## config.mk

```make
export PLATFORM = sky130hd
export DESIGN_NAME = chunk_boundary_finder_flat
export DESIGN_NICKNAME = d
export VERILOG_FILES = /design/src/rtl/core/cbf_pkg.sv /design/src/rtl/core/cbf_if.sv /design/src/rtl/core/cbf_window.sv /design/src/rtl/core/cbf_eval.sv /design/src/rtl/core/chunk_boundary_finder.sv /design/src/flat_wrapper.sv
export SDC_FILE = /design/constraint.sdc
export NUM_CORES = 1
export LEC_CHECK = 0
export BUFFER_PORTS_ARGS = -buffer_cell sky130_fd_sc_hd__buf_2
export CAP_MARGIN = 20
export CORE_MARGIN = 5
export CORE_UTILIZATION = 35
export CTS_BUF_LIST = sky130_fd_sc_hd__clkbuf_8 sky130_fd_sc_hd__clkbuf_16
export DETAILED_ROUTE_END_ITERATION = 10
export PLACE_DENSITY = 0.53
export SLEW_MARGIN = 15
export SYNTH_ARGS = -nofsm -noshare
export SYNTH_HDL_FRONTEND = slang
export SYNTH_SLANG_ARGS = --single-unit
```

## constraint.sdc

```tcl
create_clock -name clk -period 12.1 [get_ports clk]
set_clock_uncertainty 0.15 [all_clocks]
set_input_delay 0.605 -clock clk [delete_from_list [all_inputs] [get_ports clk]]
set_output_delay 0.605 -clock clk [all_outputs]
set_load 0.01 [all_outputs]
```

## src/rtl/core/cbf_pkg.sv

```systemverilog
// Shared types and constants for the chunk boundary finder.
`default_nettype none
package cbf_pkg;

  localparam int unsigned HistLen = 10;
  localparam int unsigned CountW  = 17;
  localparam int unsigned OffsetW = 16;

  localparam logic [CountW-1:0]  CountMax       = '1;
  localparam logic [OffsetW-1:0] MaxOffsetReset = 16'hfff4;

  localparam logic [7:0] EopType  = 8'h82;
  localparam logic [7:0] TagByte  = 8'h07;
  localparam logic [7:0] MarkByte = 8'h84;
  localparam logic [7:0] HdrTypeA = 8'h64;
  localparam logic [7:0] HdrTypeB = 8'h40;
  localparam logic [7:0] HdrTypeC = 8'h42;

  typedef logic [HistLen-1:0][7:0] hist_t;

  // Window stage contents handed to the evaluate stage.
  typedef struct packed {
    hist_t             hist;    // entry 0 is the oldest byte
    logic [CountW-1:0] idx;     // byte index of the newest byte
    logic              last;
  } win_t;

endpackage
`default_nettype wire

```

## src/rtl/core/cbf_if.sv

```systemverilog
// Channel interfaces: input bytes, results, configuration writes.
`default_nettype none
interface cbf_in_if;
  logic       valid;
  logic       ready;
  logic [7:0] data_byte;
  logic       window_end;
  modport source (output valid, output data_byte, output window_end, input ready);
  modport sink   (input valid, input data_byte, input window_end, output ready);
endinterface

interface cbf_out_if;
  logic        valid;
  logic        ready;
  logic        found;
  logic [15:0] boundary_offset;
  logic        end_of_page;
  modport source (output valid, output found, output boundary_offset,
                  output end_of_page, input ready);
  modport sink   (input valid, input found, input boundary_offset,
                  input end_of_page, output ready);
endinterface

interface cbf_cfg_if;
  logic        valid;
  logic        ready;
  logic [15:0] max_offset;
  modport source (output valid, output max_offset, input ready);
  modport sink   (input valid, input max_offset, output ready);
endinterface
`default_nettype wire

```

## src/rtl/core/cbf_window.sv

```systemverilog
// Input stage: ten-byte history shift register and byte counter.
`default_nettype none
module cbf_window (
  input  wire logic     clk,
  input  wire logic     rst_n,
  cbf_in_if.sink        in_ch,
  input  wire logic     adv,
  output cbf_pkg::win_t win,
  output logic          win_vld
);

  cbf_pkg::hist_t                 hist_r, hist_nxt, base;
  logic [cbf_pkg::CountW-1:0]     idx_r, cnt_r, cnt_nxt;
  logic                           last_r, vld_r, clr_r;
  logic                           take;

  assign in_ch.ready = !vld_r || adv;
  assign take        = in_ch.valid && in_ch.ready;

  always_comb begin
    // Start from a cleared window after the previous window's last byte.
    base     = clr_r ? '0 : hist_r;
    hist_nxt = {in_ch.data_byte, base[cbf_pkg::HistLen-1:1]};
    cnt_nxt  = (cnt_r == cbf_pkg::CountMax) ? cnt_r : cnt_r + 1'b1;
  end

  always_ff @(posedge clk) begin
    if (!rst_n) begin
      vld_r <= 1'b0;
      clr_r <= 1'b1;
      cnt_r <= '0;
    end else begin
      if (take) begin
        vld_r <= 1'b1;
        clr_r <= in_ch.window_end;
        cnt_r <= in_ch.window_end ? '0 : cnt_nxt;
      end else if (adv) begin
        vld_r <= 1'b0;
      end
    end
  end

  always_ff @(posedge clk) begin
    if (take) begin
      hist_r <= hist_nxt;
      idx_r  <= cnt_r;
      last_r <= in_ch.window_end;
    end
  end

  assign win.hist = hist_r;
  assign win.idx  = idx_r;
  assign win.last = last_r;
  assign win_vld  = vld_r;

endmodule
`default_nettype wire

```

## src/rtl/core/cbf_eval.sv

```systemverilog
// Evaluate stage: pattern compare, offset check, result register.
`default_nettype none
module cbf_eval (
  input  wire logic                          clk,
  input  wire logic                          rst_n,
  input  wire cbf_pkg::win_t                 win,
  input  wire logic                          win_vld,
  input  wire logic [cbf_pkg::OffsetW-1:0]   max_offset,
  output logic                               adv,
  cbf_out_if.source                          out_ch
);

  logic [cbf_pkg::CountW-1:0] p;
  logic common, is_eop, is_hdr, in_range, hit, miss;
  logic mr_r, mr_nxt;
  logic vld_r, found_r, eop_r;
  logic [cbf_pkg::OffsetW-1:0] off_r;

  assign adv = win_vld && (!vld_r || out_ch.ready);

  always_comb begin
    common = win.hist[1] == cbf_pkg::TagByte && win.hist[2] == 8'h00 &&
             win.hist[4] == 8'h00 && win.hist[5] == cbf_pkg::MarkByte &&
             win.hist[8] == 8'h00 && win.hist[9] == 8'h00;
    is_eop = common && win.hist[0] == cbf_pkg::EopType &&
             win.hist[6] == 8'h00 && win.hist[7] == 8'h00;
    is_hdr = common && (win.hist[0] == cbf_pkg::HdrTypeA ||
                        win.hist[0] == cbf_pkg::HdrTypeB ||
                        win.hist[0] == cbf_pkg::HdrTypeC);
    p        = win.idx - cbf_pkg::CountW'(cbf_pkg::HistLen - 1);
    in_range = (win.idx >= cbf_pkg::CountW'(cbf_pkg::HistLen)) &&
               (p <= {1'b0, max_offset});
    hit      = !mr_r && in_range && (is_eop || is_hdr);
    miss     = !mr_r && !hit && win.last;
    mr_nxt   = win.last ? 1'b0 : (mr_r || hit);
  end

  always_ff @(posedge clk) begin
    if (!rst_n) begin
      vld_r <= 1'b0;
      mr_r  <= 1'b0;
    end else begin
      if (adv) begin
        vld_r <= hit || miss;
        mr_r  <= mr_nxt;
      end else if (out_ch.ready) begin
        vld_r <= 1'b0;
      end
    end
  end

  always_ff @(posedge clk) begin
    if (adv) begin
      found_r <= hit;
      off_r   <= hit ? p[cbf_pkg::OffsetW-1:0] : '0;
      eop_r   <= hit && is_eop;
    end
  end

  assign out_ch.valid           = vld_r;
  assign out_ch.found           = found_r;
  assign out_ch.boundary_offset = off_r;
  assign out_ch.end_of_page     = eop_r;

endmodule
`default_nettype wire

```

## src/rtl/core/chunk_boundary_finder.sv

```systemverilog
// Top level of the chunk boundary finder.
//
//   channel  dir  payload                                  handshake
//   in_ch    in   data_byte[7:0], window_end               valid/ready
//   out_ch   out  found, boundary_offset[15:0], end_of_page valid/ready
//   cfg_ch   in   max_offset[15:0]                          valid/ready
//
// One byte per cycle sustained while out_ch is ready; a result passes the
// window register, then the result register. rst_n is synchronous: the
// byte counter and match flag clear, the next window starts cleared, and
// max_offset returns to 0xfff4. A stalled result holds the evaluate stage;
// the window stage still takes one more byte. cfg_ch is always ready.
`default_nettype none
module chunk_boundary_finder (
  input  wire logic clk,
  input  wire logic rst_n,
  cbf_in_if.sink    in_ch,
  cbf_out_if.source out_ch,
  cbf_cfg_if.sink   cfg_ch
);

  cbf_pkg::win_t                win;
  logic                         win_vld;
  logic                         adv;
  logic [cbf_pkg::OffsetW-1:0]  max_offset_r;

  assign cfg_ch.ready = 1'b1;

  always_ff @(posedge clk) begin
    if (!rst_n) begin
      max_offset_r <= cbf_pkg::MaxOffsetReset;
    end else if (cfg_ch.valid) begin
      max_offset_r <= cfg_ch.max_offset;
    end
  end

  cbf_window u_window (
    .clk     (clk),
    .rst_n   (rst_n),
    .in_ch   (in_ch),
    .adv     (adv),
    .win     (win),
    .win_vld (win_vld)
  );

  cbf_eval u_eval (
    .clk        (clk),
    .rst_n      (rst_n),
    .win        (win),
    .win_vld    (win_vld),
    .max_offset (max_offset_r),
    .adv        (adv),
    .out_ch     (out_ch)
  );

endmodule
`default_nettype wire
```

## src/flat_wrapper.sv

```systemverilog
// flat-port wrapper written by rule: the top's interface ports become plain ports
module chunk_boundary_finder_flat 
  (clk, rst_n, in_ch_valid, in_ch_data_byte, in_ch_window_end, in_ch_ready, out_ch_valid, out_ch_found, out_ch_boundary_offset, out_ch_end_of_page, out_ch_ready, cfg_ch_valid, cfg_ch_max_offset, cfg_ch_ready);
  cbf_in_if in_ch_i ();
  cbf_out_if out_ch_i ();
  cbf_cfg_if cfg_ch_i ();
  input  wire logic clk;
  input  wire logic rst_n;
  input wire logic [$bits(in_ch_i.valid)-1:0] in_ch_valid;
  input wire logic [$bits(in_ch_i.data_byte)-1:0] in_ch_data_byte;
  input wire logic [$bits(in_ch_i.window_end)-1:0] in_ch_window_end;
  output wire logic [$bits(in_ch_i.ready)-1:0] in_ch_ready;
  output wire logic [$bits(out_ch_i.valid)-1:0] out_ch_valid;
  output wire logic [$bits(out_ch_i.found)-1:0] out_ch_found;
  output wire logic [$bits(out_ch_i.boundary_offset)-1:0] out_ch_boundary_offset;
  output wire logic [$bits(out_ch_i.end_of_page)-1:0] out_ch_end_of_page;
  input wire logic [$bits(out_ch_i.ready)-1:0] out_ch_ready;
  input wire logic [$bits(cfg_ch_i.valid)-1:0] cfg_ch_valid;
  input wire logic [$bits(cfg_ch_i.max_offset)-1:0] cfg_ch_max_offset;
  output wire logic [$bits(cfg_ch_i.ready)-1:0] cfg_ch_ready;
  assign in_ch_i.valid = in_ch_valid;
  assign in_ch_i.data_byte = in_ch_data_byte;
  assign in_ch_i.window_end = in_ch_window_end;
  assign in_ch_ready = in_ch_i.ready;
  assign out_ch_valid = out_ch_i.valid;
  assign out_ch_found = out_ch_i.found;
  assign out_ch_boundary_offset = out_ch_i.boundary_offset;
  assign out_ch_end_of_page = out_ch_i.end_of_page;
  assign out_ch_i.ready = out_ch_ready;
  assign cfg_ch_i.valid = cfg_ch_valid;
  assign cfg_ch_i.max_offset = cfg_ch_max_offset;
  assign cfg_ch_ready = cfg_ch_i.ready;
  chunk_boundary_finder u_core (.clk(clk), .rst_n(rst_n), .in_ch(in_ch_i), .out_ch(out_ch_i), .cfg_ch(cfg_ch_i));
endmodule
```

==> results of run 1 <==
final timing paths:
kind | startpoint | endpoint | slack, ns
max | u_core.u_window.idx_r[0]$_DFFE_PP_ | u_core.u_eval.out_ch.boundary_offset[6]$_SDFFCE_PN0P_ | 7.67
max reg2reg | u_core.u_window.idx_r[0]$_DFFE_PP_ | u_core.u_eval.out_ch.boundary_offset[6]$_SDFFCE_PN0P_ | 7.67
min | in_ch_data_byte[0] | u_core.u_window.win[90]$_DFFE_PP_ | 0.22
min reg2reg | u_core.u_window.clr_r$_SDFFE_PN1P_ | u_core.u_window.clr_r$_SDFFE_PN1P_ | 0.33
worst reg2reg max path: cells and delay by family, from the launching register on:
family,cells,cell delay [ns]
xor+xnor,1,0.15
flops,1,0.47
fa+ha+maj,1,0.31
compound gates,3,0.77
simple gates,7,2.44
Yosys cell counts, types with 2 or more instances:
master,instances
nand4_1,10
nor2_1,33
nor2b_1,82
a21oi_1,11
clkbuf_1,14
nand2_1,34
xor2_1,18
and2b_1,3
nor4_1,14
nor3_1,7
and3_1,4
a211oi_1,2
and2_1,3
o21ai_0,10
ha_1,20
o211ai_1,13
xnor2_1,7
nand2b_1,6
a21o_1,3
inv_1,23
edfxtp_1,116
nor4b_1,5
mux2i_1,3
nor2b_2,4
dfxtp_1,37
or3_1,6
nor3b_1,2
nand3_1,8
registers in the layout, summed over array words and instances, names as in the netlist, 16 cells and up:
signal and count:
u_core.max_offset_r 16, u_core.u_eval.out_ch.boundary_offset 16, u_core.u_window.cnt_r 17, u_core.u_window.win 80
u_core.u_window.idx_r 17
power groups by stage:
stage / clock network, mW / logic, mW / registers, mW
after floorplan: 0 / 0.0477 / 0.613
after global placement: 0 / 0.0692 / 0.615
after detailed placement: 0 / 0.0709 / 0.616
after CTS: 0.520 / 0.0715 / 0.605
after global routing: 0.546 / 0.0795 / 0.608
final: 0.508 / 0.0703 / 0.605
logic make-up after synthesis:
group	Yosys count
muxes	3
other	1
xor gates and xnor gates	25
buffers and inverters	40
adders and majority gates	20
DFF	153
AOI/OAI and AO/OA	47
and+or+nand+nor	233
per-layer routing:
layer  GRT usage [%]  up-vias  routed length, um
met5               0        -                  0
met4            5.03        0                246
met3            2.84       19                490
met2            18.2       69               5610
met1            16.0     1886               5840
li1                -     1965                  -
area by class of cell:
type	count	share of cell area, %
Clock inverter	12	1.48
Multi-Input combinational cell	329	28.6
Sequential cell	153	55.4
Inverter	23	1.15
Timing Repair Buffer	51	3.41
Tap cell	234	3.84
Clock buffer	20	6.12
per-stage QoR:
stage / utilization (%) / instances / hold slack, ns / worst slack [ns] / total power, mW
floorplan: - / 522 / 0.290 / 8.19 / 0.661
global placement: 37.9 / 790 / 0.314 / 7.84 / 0.684
detailed placement: 37.9 / 790 / 0.320 / 7.71 / 0.687
CTS: 41.0 / 822 / 0.195 / 7.67 / 1.20
global route: 41.0 / 822 / 0.195 / 7.29 / 1.23
finish: 41.0 / 822 / 0.216 / 7.67 / 1.18
==> results.yml, run 1 <==
status:
  outcome: "finished, final reports clean"
floorplanning:
  start_util_pct: 35.4
  fp.dieArea_um2: 21600
  core_um2: 18600
  die-height_um: 147
  die_w_um: 147
  pin_count: 51
  num_rows: 50
sta:
  slew_viol_final: 0
  timing.setup.tns_ns: 0
  period_needed_ns: 4.43
  fmax_mhz: 226
  worst_pin_slew_ns: 0.908
  setup_viol: 0
  slew-limit-headroom_pct: 39.5
  rsz0062_at_grt: "no"
  hold_viol_final: 0
  final.period_utilization_pct: 36.6
logic_synthesis:
  synth_ff_type: "edfxtp_1"
  synth_top_area_share_pct: 53.0
  syn_area_um2: 6580
  ys_ff_latch: 153
  synth_edf_count: 116
  synth_xor_area_share_pct: 3.33
  synth.distinct_cells: 52
  syn-instance-count: 522
  async_flop_share_pct: 0
  synth_fa_ha_area_share_pct: 3.81
  synth_top_family_by_area: "simple AND/OR/NAND/NOR gates"
  synth_area_leaders: "edfxtp_1, dfxtp_1, nor2b_1"
  synth-simple-area-share_pct: 20.5
  yosysTopAreaCell: "edfxtp_1"
  synth_compound_area_share_pct: 4.95
  synth.area.mux_share_pct: 0.457
  yosys_warnings: 0
  syn-mean-instance-area_um2: 12.6
  ys_seq_area_share_pct: 64.2
  syn_nets: 572
clock_tree:
  cts_hold_buf: 0
  clk_latency_ns: 0.41
  post_cts_buffers: 0
  numClockSinks: 153
  numCtsBuffers: 17
  htree_levels: 4
  cts_max_path_buffers: 2
  cts_tree: "done"
  ctsRootBufferMaster: "clkbuf_16"
  cts_resized: 0
  clkTransAtPathRegs_ns: 0.06
drt:
  vias_per_cell: 4.79
  antenna_left: 0
  avgRoutedWirePerCell_um: 14.8
  drt-total-wl_mm: 12.2
  drtIter0Drc: 265
  drc: 0
  first_pass_iters: 5
  vias: 3939
place:
  place_area_um2: 7050
  dp_hpwl_mm: 8.77
  io_buffer_count: 49
  gp_congestion: 0.776
finish:
  fillers: 1740
  n_antenna_cell: 0
  design_area_um2: 7620
  multiInputGateArea_um2: 2180
  area_delta_synth_final_pct: 15.9
  drive_gt1_share_pct: 15.6
  layout_common_cells: "edfxtp_1, nor2b_1, buf_2, dfxtp_1, nand2_1"
  nNetsFinal: 625
  seq_area_um2: 4230
  final_common_cell: "edfxtp_1"
grt:
  grt_overflow: 0
  grt_first_pass_wirelength_mm: 20.0
  grt_usage_pct: 11.8
  grt_start_max_net_pins: 74
  grt_pass1_vias: 3932
  antenna_found_initial: 0
worst_setup_path:
  critPathTopFamily: "simple AND/OR/NAND/NOR gates"
  crit_buf_inv: 0
  startpoint_type: "register"
  max_stage_delay_ns: 0.65
  worst_path_most_repeated_cell: "or3_1"
  rr_worst_depth: 12
  path_class: "reg2reg"
  end_kind: "register"
  crit_cells: 12
  path_cells: "o31a_1, or2_1, or3_4, or3_1, xnor2_1, ha_1, nand4_1, nor4_1, a41o_1, o21ai_0, or3_1, and2b_1"
  cp_data_arrival_time_ns: 4.56
  cp_max_fo: 17
  critPathRequiredTime_ns: 12.23
  critical_path.slowest_cell: "or3_1"
power:
  clockPowerShare_pct: 42.9
  internal_power_mw: 0.935
  power_density_nw_per_um2: 155
  p_leak_nw: 2.88
  ir_drop_mv: 0.102
  power_frac_comb_pct: 5.9
  p_seq_share_pct: 51.1
  swShare_pct: 21.0
  p_switching_mw: 0.248
hold_path:
  whs_path_depth: 1
  min-delay-path-class: "in2reg"
run:
  maxCapViolCount: 0
Power figures use the tool's default switching activity.
==> inputs of run 2 (changes only) <==
- PLACE_DENSITY: 0.53 -> 0.55
- clock period: 12.1 -> 3.6 ns (I/O delays scaled with it)
==> results.yml, run 2 (synthesis results as in run 1) <==
floorplanning:
  start_util_pct: 35.4
  pin_count: 51
  fp.dieArea_um2: 21600
  die-height_um: 147
  num_rows: 50
  core_um2: 18600
  die_w_um: 147
worst_setup_path:
  max_stage_delay_ns: 0.46
  cp_data_arrival_time_ns: 4.08
  critPathTopFamily: "simple AND/OR/NAND/NOR gates"
  crit_buf_inv: 1
  end_kind: "register"
  critical_path.slowest_cell: "or3_4"
  crit_cells: 13
  rr_worst_depth: 13
  path_cells: "or3_4, or2_4, or3_4, or3_4, xnor2_4, ha_4, nand4_1, nor4_2, a41o_1, o21ai_2, or3_4, buf_6, nor2b_1"
  r2r_start: "u_core.u_window.idx_r[4]$_DFFE_PP_"
  reg2reg_setup_slack_ns: -0.35
  startpoint_type: "register"
  reg2reg_to: "u_core.u_eval.out_ch.boundary_offset[11]$_SDFFCE_PN0P_"
  critPathRequiredTime_ns: 3.73
  path_class: "reg2reg"
  worst_path_most_repeated_cell: "or3_4"
  cp_max_fo: 5
drt:
  vias_per_cell: 4.70
  drc: 0
  avgRoutedWirePerCell_um: 14.4
  vias: 4155
  first_pass_iters: 4
  drt-total-wl_mm: 12.7
  drtIter0Drc: 325
  antenna_left: 0
sta:
  hold_viol_final: 0
  timing.setup.tns_ns: -5.25
  setup_viol: 20
  rsz0062_at_grt: "yes"
  period_needed_ns: 3.95
  fin_hold_ws_ns: 0.0303
  fmax_mhz: 253
  worst_pin_slew_ns: 0.890
  slew-limit-headroom_pct: 40.7
  slew_viol_final: 0
  final.period_utilization_pct: 110
  setup_slack_ns: -0.352
place:
  io_buffer_count: 49
  dp_hpwl_mm: 8.80
  gp_congestion: 0.830
  pre_cts_ws_ns: -0.531
finish:
  layout_common_cells: "edfxtp_1, nor2b_1, buf_2, dfxtp_1, nand2_1"
  nNetsFinal: 687
  fillers: 1638
  seq_area_um2: 4230
  final_common_cell: "edfxtp_1"
  largest_reg_flops: 80
  area_delta_synth_final_pct: 27.5
  n_antenna_cell: 0
  multiInputGateArea_um2: 2310
  drive_gt1_share_pct: 22.0
clock_tree:
  ctsRootBufferMaster: "clkbuf_16"
  cts_tree: "done"
  htree_levels: 4
  clkTransAtPathRegs_ns: 0.06
  numCtsBuffers: 17
  clk_latency_ns: 0.43
  cts_max_path_buffers: 2
  numClockSinks: 153
grt:
  antenna_found_initial: 0
  grt_overflow: 0
  grt_pass1_vias: 4231
  grt_usage_pct: 12.5
  grt_start_max_net_pins: 99
  grt_first_pass_wirelength_mm: 21.3
power:
  ir_drop_mv: 0.366
  power_density_nw_per_um2: 509
  p_leak_nw: 3.22
status:
  outcome: "finished, violations left"
  violations: "negative setup slack"
hold_path:
  hold_end: "u_core.max_offset_r[11]$_SDFFE_PN1P_"
  whs_path_depth: 2
  min-delay-path-class: "in2reg"
  min_from: "rst_n"
run:
  maxCapViolCount: 0
[run 2: how the worst max path moves through the flow]
stage	end	start	slack [ns]
2_1_floorplan	u_core.u_eval.out_ch.boundary_offset[3]$_SDFFCE_PN0P_	u_core.u_window.idx_r[0]$_DFFE_PP_	-0.20
3_3_place_gp	u_core.u_eval.out_ch.boundary_offset[14]$_SDFFCE_PN0P_	u_core.u_window.idx_r[6]$_DFFE_PP_	-0.39
3_5_place_dp	u_core.u_eval.out_ch.boundary_offset[14]$_SDFFCE_PN0P_	u_core.u_window.idx_r[6]$_DFFE_PP_	-0.53
4_1_cts	u_core.u_eval.out_ch.boundary_offset[14]$_SDFFCE_PN0P_	u_core.u_window.idx_r[6]$_DFFE_PP_	-0.37
5_1_grt	u_core.u_eval.out_ch.boundary_offset[14]$_SDFFCE_PN0P_	u_core.u_window.idx_r[4]$_DFFE_PP_	-0.50
6_report	u_core.u_eval.out_ch.boundary_offset[11]$_SDFFCE_PN0P_	u_core.u_window.idx_r[4]$_DFFE_PP_	-0.35
[run 2: final cells by class]
| class | count | share of cell area (%) |
|---|---|---|
| inverter | 23 | 1.07 |
| timing repair buffer | 112 | 9.71 |
| tap | 234 | 3.49 |
| multi-input combinational | 330 | 27.6 |
| sequential | 153 | 50.4 |
| clock buffer | 17 | 5.07 |
| clock inverter | 15 | 2.69 |
[run 2: what timing repair did]
item,in CTS,in global routing
pin swaps,9,9
endpoints found under the setup margin,20,20
gates resized for setup,13,10
hold buffers,26,0
gates cloned,1,0
buffers inserted,3,3
hold endpoints to repair,26,0
[run 2: metrics by stage]
step / utilization [%] / power [mW] / area, um^2 / std cells
after floorplan: - / 2.22 / 6590 / 522
after global placement: 39.3 / 2.32 / 7300 / 820
after detailed placement: 39.3 / 2.33 / 7300 / 820
after CTS: 44.7 / 4.31 / 8310 / 882
after global routing: 45.1 / 4.43 / 8390 / 884
final: 45.1 / 4.27 / 8390 / 884
[run 2: routing by layer]
layer	routed length [um]	vias to the layer above	track usage, %
met5	0	-	0
met4	267	0	5.82
met3	418	24	2.87
met2	5990	64	19.9
met1	6020	1973	16.2
li1	-	2094	-
[run 2: power breakdown]
part	leakage, nW	total (mW)	internal [mW]	switching (mW)
clock	0.320	1.95	1.23	0.711
combinational	1.43	0.287	0.136	0.151
sequential	1.47	2.03	1.99	0.0466
==> inputs of run 3 (changes only) <==
--- a/config.mk
+++ b/config.mk
@@ -13,4 +13,5 @@
 export DETAILED_ROUTE_END_ITERATION = 10
 export PLACE_DENSITY = 0.55
+export SKIP_CTS_REPAIR_TIMING = 1
 export SLEW_MARGIN = 15
 export SYNTH_ARGS = -nofsm -noshare
==> constraint.sdc (replaced) <==
create_clock -name clk -period 3.6 [get_ports clk]
set_clock_uncertainty 0.15 [all_clocks]
set_input_delay 0.72 -clock clk [delete_from_list [all_inputs] [get_ports clk]]
set_output_delay 0.72 -clock clk [all_outputs]
set_load 0.01 [all_outputs]
==> results.yml, run 3 (synthesis results as in run 1) <==
status:
  outcome: "finished, violations left"
  violations: "negative setup slack"
floorplanning:
  pin_count: 51
  start_util_pct: 35.4
  num_rows: 50
  die-height_um: 147
  die_w_um: 147
  fp.dieArea_um2: 21600
  core_um2: 18600
worst_setup_path:
  startpoint_type: "register"
  reg2reg_setup_slack_ns: -0.32
  cp_max_fo: 5
  end_kind: "register"
  path_class: "reg2reg"
  cp_data_arrival_time_ns: 4.04
  reg2reg_to: "u_core.u_eval.out_ch.boundary_offset[14]$_SDFFCE_PN0P_"
  r2r_start: "u_core.u_window.idx_r[5]$_DFFE_PP_"
  critPathRequiredTime_ns: 3.72
  rr_worst_depth: 14
sta:
  hold_viol_final: 0
  setup_viol: 20
  rsz0062_at_grt: "yes"
  final.period_utilization_pct: 109
  worst_pin_slew_ns: 0.691
  slew-limit-headroom_pct: 53.9
  setup_slack_ns: -0.318
  period_needed_ns: 3.92
  slew_viol_final: 0
  fmax_mhz: 255
finish:
  largest_reg_flops: 80
  drive_gt1_share_pct: 23.6
  area_delta_synth_final_pct: 22.9
  utilization_pct: 43.5
  final_common_cell: "edfxtp_1"
  design_area_um2: 8080
  instances_no_fill: 858
  nNetsFinal: 661
  n_antenna_cell: 0
  layout_common_cells: "edfxtp_1, nor2b_1, buf_2, dfxtp_1"
hold_path:
  min_from: "in_ch_data_byte[5]"
  min-delay-path-class: "in2reg"
  whs_path_depth: 1
  hold_end: "u_core.u_window.win[95]$_DFFE_PP_"
drt:
  antenna_left: 0
  drt-total-wl_mm: 12.6
  vias_per_cell: 4.71
  drtIter0Drc: 325
  drc: 0
  first_pass_iters: 4
  avgRoutedWirePerCell_um: 14.6
  vias: 4042
grt:
  grt_start_max_net_pins: 81
  antenna_found_initial: 0
  grt_pass1_vias: 4044
  grt_usage_pct: 11.9
  grt_overflow: 0
  grt_first_pass_wirelength_mm: 20.5
clock_tree:
  htree_levels: 4
  cts_max_path_buffers: 2
  clkTransAtPathRegs_ns: 0.06
  ctsRootBufferMaster: "clkbuf_16"
  numClockSinks: 153
  clk_latency_ns: 0.42
  numCtsBuffers: 17
  cts_tree: "done"
power:
  power_mw: 4.16
  ir_drop_mv: 0.337
  power_density_nw_per_um2: 515
  p_leak_nw: 3.07
place:
  io_buffer_count: 49
  dp_hpwl_mm: 8.87
  place_area_um2: 7310
  gp_congestion: 0.822
  dpl.cell_count: 822
run:
  maxCapViolCount: 0
[run 3: cell count changes in the layout (fill, tap and decap cells not counted), moves of 3 or more]
cell / previous run / this run
dlygate4sd3_1: 26 / 0
nor2b_2: 1 / 4
clkinv_4: 5 / 1
clkinvlp_4: 1 / 5
buf_4: 31 / 34
buf_6: 5 / 2
[run 3: power breakdown]
part	switching (mW)	total, mW	internal [mW]
clock	0.703	1.86	1.16
sequential	0.0473	2.03	1.99
combinational	0.148	0.267	0.119
total	0.899	4.16	3.27
[run 3: worst max-delay path by stage]
stage                                                        endpoint                          startpoint
6_report       u_core.u_eval.out_ch.boundary_offset[14]$_SDFFCE_PN0P_  u_core.u_window.idx_r[5]$_DFFE_PP_
5_1_grt        u_core.u_eval.out_ch.boundary_offset[14]$_SDFFCE_PN0P_  u_core.u_window.idx_r[5]$_DFFE_PP_
4_1_cts        u_core.u_eval.out_ch.boundary_offset[15]$_SDFFCE_PN0P_  u_core.u_window.idx_r[6]$_DFFE_PP_
3_5_place_dp   u_core.u_eval.out_ch.boundary_offset[15]$_SDFFCE_PN0P_  u_core.u_window.idx_r[6]$_DFFE_PP_
3_3_place_gp   u_core.u_eval.out_ch.boundary_offset[14]$_SDFFCE_PN0P_  u_core.u_window.idx_r[6]$_DFFE_PP_
2_1_floorplan   u_core.u_eval.out_ch.boundary_offset[3]$_SDFFCE_PN0P_  u_core.u_window.idx_r[0]$_DFFE_PP_
[run 3: layout make-up]
cell class              instances  area (um^2)
inverters                      23         90.1
fillers                      1653        10500
multi-input cells             330         2310
flip-flops and latches        153         4230
well taps                     234          293
clock buffers                  17          425
clock inverters                15          198
repair buffers                 86          543
[run 3: critical path, cell delays in order (launching register included)]
cell      delay (ns)
edfxtp_1        0.38
or3_4           0.40
or2_4           0.24
or3_4           0.33
or3_4           0.37
xnor2_4         0.15
ha_4            0.27
nand4_1         0.13
nor4_2          0.35
buf_4           0.16
buf_4           0.10
a211oi_4        0.04
or3_4           0.45
buf_6           0.16
nor2b_1         0.10
[run 3: per-stage QoR]
stage	TNS, ns	worst slack [ns]	hold slack (ns)
after floorplan	-2.46	-0.198	0.290
after global placement	-5.80	-0.391	0.313
after detailed placement	-7.17	-0.482	0.318
after CTS	-7.58	-0.504	0.304
after global routing	-7.50	-0.483	0.306
final	-4.73	-0.318	0.325
[run 3: layer usage]
| metal | GRT usage (%) | routed length (um) | up-vias |
|---|---|---|---|
| met4 | 4.19 | 136 | 0 |
| met5 | 0 | 0 | - |
| met2 | 18.1 | 5870 | 66 |
| li1 | - | - | 2043 |
| met1 | 16.5 | 6100 | 1922 |
| met3 | 3.33 | 451 | 11 |
